<file path="src/hdl/swrr_pkg.sv">
// Package with types and constants of the weighted round-robin selector.
package swrr_pkg;
  localparam int SERVERS_DEF = 16;
  localparam int WEIGHT_BITS_DEF = 8;
  localparam logic [1:0] KIND_LOAD = 2'd0;
  localparam logic [1:0] KIND_SELECT = 2'd1;
  localparam logic [1:0] KIND_OK = 2'd2;
  localparam logic [1:0] KIND_FAIL = 2'd3;

  typedef struct packed {
    logic [1:0]  kind;
    logic [3:0]  server;
    logic [31:0] now_seconds;
    logic [7:0]  weight;
    logic [7:0]  fail_limit;
    logic [15:0] fail_window;
    logic        fallback;
  } swrr_in_t;

  typedef struct packed {
    logic [3:0] chosen_server;
    logic       found;
    logic       server_down;
    logic [7:0] eff_weight;
  } swrr_out_t;

  typedef struct packed {
    logic       start;
    logic [7:0] dividend;
    logic [7:0] divisor;
  } swrr_div_req_t;

  typedef struct packed {
    logic       done;
    logic [7:0] quotient;
  } swrr_div_rsp_t;
endpackage

</file>
<file path="src/hdl/swrr_div.sv">
// Restoring serial divider, one quotient bit per cycle.
module swrr_div (
  input  logic                   clk,
  input  logic                   rst,
  input  swrr_pkg::swrr_div_req_t req,
  output swrr_pkg::swrr_div_rsp_t rsp
);
  import swrr_pkg::*;
  logic [7:0] rem, quo, dsr;
  logic [3:0] cnt;
  logic       run;
  logic       fin;
  logic [8:0] trial;

  assign trial = {rem, quo[7]} - {1'b0, dsr};
  assign rsp.quotient = quo;
  assign rsp.done = fin;

  always_ff @(posedge clk) begin
    if (rst) begin
      run <= 1'b0;
      cnt <= '0;
      fin <= 1'b0;
    end else begin
      fin <= 1'b0;
      if (req.start) begin
        run <= 1'b1;
        cnt <= 4'd8;
        rem <= '0;
        quo <= req.dividend;
        dsr <= req.divisor;
      end else if (run) begin
        if (!trial[8]) begin
          rem <= trial[7:0];
          quo <= {quo[6:0], 1'b1};
        end else begin
          rem <= {rem[6:0], quo[7]};
          quo <= {quo[6:0], 1'b0};
        end
        cnt <= cnt - 4'd1;
        if (cnt == 4'd1) begin
          run <= 1'b0;
          fin <= 1'b1;
        end
      end
    end
  end
endmodule

</file>
<file path="src/hdl/smooth_weighted_round_robin_health.sv">
// Top level of the health-aware smooth weighted round-robin selector.
// One transaction is taken while busy is low. A load, a connect-ok or a
// non-select for a server outside the table goes straight to S_RPT; a
// connect-fail waits in S_DIV for the serial divider (one quotient bit a
// cycle; skipped when the failure limit is zero), then S_FAIL; a select
// makes two passes over the N servers in use, as a single adder/comparator
// visits each table entry once per pass. The result appears for one cycle with
// done high and cannot be stalled; the next transaction may start in that cycle.
module smooth_weighted_round_robin_health #(
  parameter int SERVERS = swrr_pkg::SERVERS_DEF,
  parameter int WEIGHT_BITS = swrr_pkg::WEIGHT_BITS_DEF
) (
  input  logic                clk,
  input  logic                rst,
  input  logic                start,
  output logic                busy,
  input  swrr_pkg::swrr_in_t  cmd,
  output logic                done,
  output swrr_pkg::swrr_out_t result,
  input  logic                cfg_valid,
  output logic                cfg_ready,
  input  logic [4:0]          cfg_data
);
  import swrr_pkg::*;
  localparam int IW = (SERVERS > 1) ? $clog2(SERVERS) : 1;
  localparam int CW = IW + 1;
  localparam logic [7:0] WMASK = 8'((32'd1 << WEIGHT_BITS) - 32'd1);
  localparam logic [2:0] S_IDLE = 3'd0, S_P1 = 3'd1, S_P2 = 3'd2, S_FIN = 3'd3,
                         S_DIV = 3'd4, S_FAIL = 3'd5, S_RPT = 3'd6;

  logic [7:0]  base_w [SERVERS];
  logic [7:0]  eff_w [SERVERS];
  logic signed [15:0] cur_w [SERVERS];
  logic [7:0]  fcnt [SERVERS];
  logic [31:0] lft [SERVERS];
  logic        down [SERVERS];
  logic        fb [SERVERS];
  logic [7:0]  flim [SERVERS];
  logic [15:0] tmo [SERVERS];

  logic [2:0]  state;
  logic [4:0]  server_count;
  swrr_in_t    req;
  logic [IW-1:0] idx, best, sel;
  logic [CW-1:0] last;
  logic        fnd;
  logic signed [15:0] mx;
  logic [19:0] total;
  swrr_div_req_t dreq;
  swrr_div_rsp_t drsp;

  swrr_div u_div (.clk(clk), .rst(rst), .req(dreq), .rsp(drsp));

  logic [31:0] dt;
  logic        skip, revive, in_tab, cmd_in_tab;
  logic [IW-1:0] cmd_idx;
  logic [7:0]  ew_i;
  logic signed [17:0] sum;
  logic signed [15:0] sat;
  logic [CW-1:0] ncount;

  assign cmd_idx = IW'(cmd.server);
  assign cmd_in_tab = (32'(cmd.server) < 32'(SERVERS));
  assign dt = req.now_seconds - lft[idx];
  assign skip = down[idx] && fb[idx] && (dt < {16'd0, tmo[idx]});
  assign revive = (dt > {16'd0, tmo[idx]}) && down[idx] && (eff_w[idx] == 8'd0);
  assign ew_i = revive ? 8'd1 : eff_w[idx];
  assign in_tab = (32'(req.server) < 32'(SERVERS));
  assign sum = (state == S_FIN) ? 18'(cur_w[best]) - 18'(signed'({1'b0, total[16:0]}))
                                : 18'(cur_w[idx]) + 18'(signed'({1'b0, ew_i}));
  assign sat = (sum > 18'sd32767) ? 16'sh7fff :
               (sum < -18'sd32768) ? 16'sh8000 : sum[15:0];
  always_comb begin
    if (server_count == 5'd0) ncount = CW'(1);
    else if (32'(server_count) > SERVERS) ncount = CW'(SERVERS);
    else ncount = CW'(server_count);
  end
  assign busy = (state != S_IDLE);
  assign cfg_ready = 1'b1;
  assign dreq.start = (state == S_IDLE) && start && (cmd.kind == KIND_FAIL);
  assign dreq.dividend = base_w[cmd_idx];
  assign dreq.divisor = flim[cmd_idx];

  logic [31:0] dtf;
  logic [7:0]  cnt_next, ew_next;
  logic        fail_down;
  assign dtf = req.now_seconds - lft[sel];

  always_comb begin
    ew_next = eff_w[sel];
    if (flim[sel] != 8'd0)
      ew_next = (eff_w[sel] > drsp.quotient) ? eff_w[sel] - drsp.quotient : 8'd0;
    cnt_next = fcnt[sel];
    if (dtf > {16'd0, tmo[sel]}) cnt_next = 8'd1;
    else if (cnt_next != 8'd255) cnt_next = cnt_next + 8'd1;
    fail_down = (cnt_next != 8'd0) && (cnt_next >= flim[sel]);
    if (fail_down) ew_next = 8'd0;
  end

  always_ff @(posedge clk) begin
    if (rst) begin
      state <= S_IDLE;
      server_count <= 5'd1;
      done <= 1'b0;
      for (int i = 0; i < SERVERS; i++) begin
        base_w[i] <= '0; eff_w[i] <= '0; cur_w[i] <= '0; fcnt[i] <= '0;
        lft[i] <= '0; down[i] <= 1'b0; fb[i] <= 1'b0; flim[i] <= '0; tmo[i] <= '0;
      end
    end else begin
      done <= 1'b0;
      if (cfg_valid) server_count <= cfg_data;
      unique case (state)
        S_IDLE: if (start) begin
          req <= cmd;
          sel <= cmd_idx;
          idx <= '0;
          last <= ncount - CW'(1);
          total <= '0;
          mx <= '0;
          fnd <= 1'b0;
          best <= '0;
          if (cmd.kind == KIND_SELECT) state <= S_P1;
          else if (!cmd_in_tab) state <= S_RPT;
          else if (cmd.kind == KIND_FAIL) state <= S_DIV;
          else state <= S_RPT;
          if (cmd.kind == KIND_LOAD && cmd_in_tab) begin
            base_w[cmd_idx] <= cmd.weight & WMASK;
            flim[cmd_idx] <= cmd.fail_limit;
            tmo[cmd_idx] <= cmd.fail_window;
            fb[cmd_idx] <= cmd.fallback;
            eff_w[cmd_idx] <= cmd.weight & WMASK;
            cur_w[cmd_idx] <= '0;
            fcnt[cmd_idx] <= '0;
            lft[cmd_idx] <= '0;
            down[cmd_idx] <= 1'b0;
          end
          if (cmd.kind == KIND_OK && cmd_in_tab) begin
            if (down[cmd_idx]) begin
              down[cmd_idx] <= 1'b0;
              fcnt[cmd_idx] <= '0;
            end
            if (eff_w[cmd_idx] < base_w[cmd_idx])
              eff_w[cmd_idx] <= eff_w[cmd_idx] + 8'd1;
          end
        end
        S_P1: begin
          if (!skip) begin
            eff_w[idx] <= ew_i;
            total <= total + 20'(ew_i);
            cur_w[idx] <= sat;
          end
          if (CW'(idx) == last) begin
            idx <= '0;
            state <= S_P2;
          end else idx <= idx + IW'(1);
        end
        S_P2: begin
          if (!skip && cur_w[idx] > mx) begin
            mx <= cur_w[idx];
            best <= idx;
            fnd <= 1'b1;
          end
          if (CW'(idx) == last) state <= S_FIN;
          else idx <= idx + IW'(1);
        end
        S_FIN: begin
          if (fnd) cur_w[best] <= sat;
          sel <= best;
          state <= S_RPT;
        end
        S_DIV: if (drsp.done || flim[sel] == 8'd0) state <= S_FAIL;
        S_FAIL: begin
          if (fail_down || dtf > {16'd0, tmo[sel]}) lft[sel] <= req.now_seconds;
          if (fail_down) down[sel] <= 1'b1;
          fcnt[sel] <= cnt_next;
          eff_w[sel] <= ew_next;
          state <= S_RPT;
        end
        S_RPT: begin
          done <= 1'b1;
          state <= S_IDLE;
          if (req.kind == KIND_SELECT) begin
            result.chosen_server <= 4'(best);
            result.found <= fnd;
            result.server_down <= down[best];
            result.eff_weight <= eff_w[best];
          end else begin
            result.chosen_server <= '0;
            result.found <= 1'b0;
            result.server_down <= in_tab ? down[sel] : 1'b0;
            result.eff_weight <= in_tab ? eff_w[sel] : 8'd0;
          end
        end
        default: state <= S_IDLE;
      endcase
    end
  end
endmodule

</file>
<file path="config.mk">
export PLATFORM = sky130hd
export DESIGN_NAME = smooth_weighted_round_robin_health
export DESIGN_NICKNAME = d
export VERILOG_FILES = /design/src/hdl/swrr_pkg.sv /design/src/hdl/swrr_div.sv /design/src/hdl/smooth_weighted_round_robin_health.sv
export SDC_FILE = /design/constraint.sdc
export NUM_CORES = 2
export LEC_CHECK = 0
export BUFFER_PORTS_ARGS = -buffer_cell sky130_fd_sc_hd__buf_2
export CAP_MARGIN = 0
export CELL_PAD_IN_SITES_DETAIL_PLACEMENT = 0
export CELL_PAD_IN_SITES_GLOBAL_PLACEMENT = 1
export CORE_MARGIN = 2
export CORE_UTILIZATION = 59
export CTS_CLUSTER_DIAMETER = 80
export CTS_CLUSTER_SIZE = 20
export DETAILED_ROUTE_END_ITERATION = 16
export PLACE_DENSITY_LB_ADDON = 0.25
export SETUP_SLACK_MARGIN = 0.5
export SYNTH_ARGS = -nofsm -noshare
export SYNTH_HDL_FRONTEND = slang
export SYNTH_SLANG_ARGS = --single-unit
</file>
<file path="constraint.sdc">
create_clock -name clk -period 25.1 [get_ports clk]
set_clock_uncertainty 0.2 [all_clocks]
set_input_delay 1.255 -clock clk [delete_from_list [all_inputs] [get_ports clk]]
set_output_delay 1.255 -clock clk [all_outputs]
set_load 0.03 [all_outputs]
</file>
Word-level counts from Yosys, hierarchy flattened. Memories as Yosys holds them, arrays and structs flattened. A register that Yosys moved wholly into a read port is not among the register bits. Cells that the tools add are included.

Bitwise gates (word level): 5. Equal/unequal tests: 20. Multiplexer cells: 152. Add/sub/neg operators: 12. Magnitude comparators: 10. Reductions and logical operators: 52.

Operators by type and width (number): $mux 4 (38); $mux 8 (19); $mux 16 (8); $mux 1 (66); $gt 32x16->1 (2); $mux 32 (2); $reduce_or 16->1 (4); $reduce_or 32->1 (2); $sub 32x32->32 (2); $reduce_or 8->1 (7); $mux 20 (2); $pmux 20 s2 (1); $lt 32x16->1 (1); $pmux 16 s2 (1); $add 20x8->20 (1); $gt 18x16->1 const B (1); $lt 18x16->1 const B (1); $mux 18 (1); $sub 16x18->18 (1); $add 16x9->17 (1); $add 8x1->8 const B (2); $gt 16x16->1 (1); $logic_not 8->1 (2); $pmux 4 s2 (2); other kinds (42) (83).

Memories: 9. Word-level logic and storage cells: 282. Input port bits: 80. Output and inout bits: 17. RAM bits: 1568. Register bits after elaboration: 133.

Memory list: lft (words 16, width 32, rd ports 2, clocked after Yosys merged registers in 2, wr ports 16, RTL line smooth_weighted_round_robin_health.sv:35) `logic [31:0] lft [SERVERS];`; cur_w (words 16, width 16, rd ports 2, clocked after Yosys merged registers in 2, wr ports 16, RTL line smooth_weighted_round_robin_health.sv:33) `logic signed [15:0] cur_w [SERVERS];`; tmo (words 16, width 16, rd ports 2, clocked after Yosys merged registers in 2, wr ports 16, RTL line smooth_weighted_round_robin_health.sv:39) `logic [15:0] tmo [SERVERS];`; base_w (words 16, width 8, rd ports 1, clocked after Yosys merged registers in 0, wr ports 16, RTL line smooth_weighted_round_robin_health.sv:31) `logic [7:0] base_w [SERVERS];`; eff_w (words 16, width 8, rd ports 4, clocked after Yosys merged registers in 3, wr ports 16, RTL line smooth_weighted_round_robin_health.sv:32) `logic [7:0] eff_w [SERVERS];`; fcnt (words 16, width 8, rd ports 1, clocked after Yosys merged registers in 1, wr ports 16, RTL line smooth_weighted_round_robin_health.sv:34) `logic [7:0] fcnt [SERVERS];`; +3 memories.

Longest topological paths before layout. An unclocked memory read counts as a cell.

Word-level depth: 13. Mapped depth: 48. Depth with buffers taken out: 34.

Cells and area by module. A second synthesis with hierarchy kept.

Cells, all modules: 6658. Area total of the unflattened synthesis: 96486.3 um^2.

Modules (own cells, without submodules): smooth_weighted_round_robin_health (instances 1, seq. area each 50478.4 um^2, area an instance 94798.4 um^2, cells an instance 6514); swrr_div (instances 1, seq. area each 840.8 um^2, area an instance 1687.9 um^2, cells an instance 144).

Worst setup path before layout. No wires, ideal clock.

Path kind: flip-flop to flip-flop. Start: register (tool-made name). End: memory lft[11][0], enable pin. Data arrival time: 11.030 ns. Period minus slack after synthesis: 11.658 ns. Cell stages (with the launch flop): 47. Setup slack: 13.442 ns. Setup time: 0.428 ns. Data required time: 24.472 ns. Buffers on the path: 13. Path through: dfxtp_1 > buf_2 > buf_6 > buf_6 > buf_2 > buf_2 > buf_2 > clkbuf_1 > buf_1 > mux4_2 > mux4_2 > inv_1 > ha_1 > clkbuf_1 > a21o_1 > a21o_1 > a221oi_1 > o21ai_0 > [... 11 more ...] > or3_1 > clkbuf_1 > nor2_1 > clkbuf_1 > ha_1 > nand2b_1 > a21o_1 > a21o_1 > a21o_1 > a21o_1 > a21o_1 > a21o_1 > a21o_1 > and2_1 > o21ai_1 > buf_2 > buf_2 > o21bai_1.

RTL lines (RTL line): end, declared (smooth_weighted_round_robin_health.sv:35).

==> flow_metrics.env <==
export IMPL_timing_final_hold_violations=0
export IMPL_vdd_drop_max_v=0.000108
export IMPL_gr_usage_all_layers_pct=35.2
export IMPL_coreArea_sq_um=163000
export IMPL_synth_compound_area_share_pct=3.96
export IMPL_critical_path_class="reg -> reg"
export IMPL_cts_tree="yes"
export IMPL_first_iter_violations=8205
export IMPL_synthFlopType="edfxtp_1"
export IMPL_routedWlPerCell_um=33.7
export IMPL_areaGrowthSynthToFinish_pct=5.83
export IMPL_grt_max_degree=129
export IMPL_synth_edf_count=1691
export IMPL_p_per_area_nw_per_um2=102
export IMPL_synth_common_cells="1691 x edfxtp_1, 964 x mux4_2, 938 x and2_1"
export IMPL_dp_hpwl_um=180000
export IMPL_viasPerCell=7.15
export IMPL_die_h_um=410
export IMPL_ys_warn_count=0
export IMPL_final_util_pct=63.0
export IMPL_ant_nets=0
export IMPL_cts_hold_buffers=0
export IMPL_grt_overflow_total=0
export IMPL_synth_area_leaders="edfxtp_1 52%, mux4_2 22%, and2_1 6.0%"
export IMPL_via_count=62400
export IMPL_synth_net_count=6983
export IMPL_ctsResizeCount=0
export IMPL_setup_viol=0
export IMPL_die_width_um=410
export IMPL_pwr_share_clk_pct=17.8
export IMPL_layout_min_cycle_time_ps=13060
export IMPL_maxSlewViolCount=0
export IMPL_power_frac_comb_pct=48.2
export IMPL_cts_sinks=1718
export IMPL_crit_path_end="lft[5][0]"
export IMPL_netlist_area_sq_um=97100
export IMPL_grt_pass1_wl_um=425000
export IMPL_synth_adder_area_share_pct=2.49
export IMPL_cts_root_buf="clkbuf_16"
export IMPL_synth_seq_cells=1718
export IMPL_cp_common_cell="a21o_1"
export IMPL_worst_pin_slew_ps=1340
export IMPL_post_place_ws_ps=12180
export IMPL_drc=0
export IMPL_yosysTopAreaCell="edfxtp_1"
export IMPL_grt_pass1_vias=61300
export IMPL_muxShareOfSynthArea_pct=23.4
export IMPL_synth_top_area_share_pct=52.3
export IMPL_drive_above_1_share_pct=24.1
export IMPL_holdCritPathClass="reg -> reg"
export IMPL_gp_congestion=0.963
export IMPL_clk_path_buf_depth=3
export IMPL_run_status="finished, final reports clean"
export IMPL_worst_slack_ps=12040
export IMPL_max_slew_margin_pct=10.1
export IMPL_critPathMaxStageDelay_ps=990
export IMPL_rsz0062_at_grt="false"
export IMPL_dieArea_sq_um=168000
export IMPL_yosys_area_share_simple_pct=12.9
export IMPL_portBuffers=95
export IMPL_cpMaxStageDelayCell="nor2_1"
export IMPL_numCtsBuffers=107
export IMPL_cp_end_kind="flip-flop"
export IMPL_cts_htree_levels=3
export IMPL_maxCapViolations=0
export IMPL_reg2reg_slack_ps=12040
export IMPL_drt_total_wl_um=294000
export IMPL_synth_top_family_by_area="multiplexers"
export IMPL_r2r_end="lft[5][0]"
export IMPL_p_int_mw=6.22
export IMPL_seqPwrFrac_pct=34.0
export IMPL_ios=97
export IMPL_synth_most_common_cell="edfxtp_1"
export IMPL_fin_crit_sh_pct=52.0
export IMPL_fmax_mhz=76.6
export IMPL_final_nets=6751
export IMPL_synth_cell_type_count=108
export IMPL_synth_area_per_cell_sq_um=14.5
export IMPL_cp_required_ps=25370
export IMPL_post_cts_buffers=0
export IMPL_start_kind="flip-flop"
export IMPL_antenna_found_initial=23
export IMPL_async_flop_share_pct=0
export IMPL_clk_latency_ps=790
export IMPL_setup_tns_ps=0
export IMPL_ff2ff_path_depth=37
export IMPL_clk_pin_slew_worst_paths_ps=90
export IMPL_drtPass1Iterations=6
export IMPL_p_leak_nw=35.8
export IMPL_cp_arrival_ps=13340
export IMPL_p_sw_share_pct=40.8
export IMPL_synth_xor_area_share_pct=0.929
export IMPL_p_switching_mw=4.28
export IMPL_syn_instance_count=6714
export IMPL_core_rowCount=148
export IMPL_cp_max_fo=43
export IMPL_ys_seq_area_share_pct=52.8
export IMPL_initial_core_util_pct=59.5
## area by class of cell
class	count	area [sq um]
diodes	11	27.5
multi-input cells	4203	42900
inverters	205	769
repair buffers	247	1680
clock buffers	127	2750
clock inverters	43	544
flip-flops and latches	1718	51400
fillers	12000	60400
well taps	2175	2720
## state kept, by name, indices dropped and copies added, names as in the netlist, 14 cells and up, named ones only
signal,cells
tmo,256
flim,128
mx,16
fcnt,128
req,34
total,17
lft,512
result,14
cur_w,256
base_w,128
fb,16
down,16
eff_w,128
## power groups by stage
stage | Combinational [mW] | Clock, mW | Sequential (mW)
global route | 5.37 | 1.97 | 3.59
global placement | 4.90 | 0 | 3.61
CTS | 4.97 | 1.88 | 3.56
finish | 5.06 | 1.87 | 3.56
floorplan | 3.67 | 0 | 3.44
detailed placement | 4.94 | 0 | 3.63
## routing by layer
layer | GRT usage, % | wire (um) | up-vias
met1 | 48.9 | 108000 | 31900
li1 | - | - | 25500
met4 | 14.0 | 13500 | 24
met2 | 53.7 | 135000 | 4216
met5 | 0 | 154 | -
met3 | 8.90 | 37300 | 763
## worst max-delay path, delay by kind of cell (launching register included)
kind	cells	cell delay (ps)
simple gates	10	3740
fa+ha+maj	3	890
flops	1	740
xor+xnor	1	170
mux	2	1090
compound gates	17	3690
buf+inv	4	2070
## stage by stage
step / cell area (sq um) / power [mW] / hold slack (ps) / std cells
2_1_floorplan: 97100 / 7.11 / 260 / 6714
3_3_place_gp: 99400 / 8.51 / 289 / 8548
3_5_place_dp: 99400 / 8.57 / 300 / 8548
4_1_cts: 103000 / 10.4 / 312 / 8718
5_1_grt: 103000 / 10.9 / 350 / 8722
6_report: 103000 / 10.5 / 315 / 8729
## how the worst min path moves through the flow
stage,from,endpoint,slack [ps],depth (start not counted)
2_1_floorplan,server_count[4],server_count[4],260,2
3_3_place_gp,u_div.cnt[1],u_div.cnt[1],290,2
3_5_place_dp,u_div.cnt[1],u_div.cnt[1],300,2
4_1_cts,u_div.cnt[1],u_div.cnt[1],310,2
5_1_grt,server_count[4],server_count[4],350,2
6_report,u_div.cnt[1],u_div.cnt[1],320,2
## logic make-up (layout without fill, tap and decap cells)
group,count (synthesis),after routing
AOI/OAI and AO/OA,555,555
xor gates and xnor gates,100,100
adders and majority gates,189,189
buffers and inverters,793,622
DFF,1718,1718
muxes,1037,1037
other,1,12
and+or+nand+nor,2321,2321
## cells in the final DEF, fill, tap and decap left out, drive strengths merged, types with 70 or more instances in the layout
cell type,Yosys,routed
nor3,377,377
o21ai,117,117
a21o,70,70
mux4,977,977
and2,939,939
nor2,449,449
nand2,195,195
a21oi,134,134
buf,221,247
clkbuf,367,127
ha,182,182
inv,205,223
edfxtp,1691,1691
Note: power is estimated with default switching activity, not from simulation.
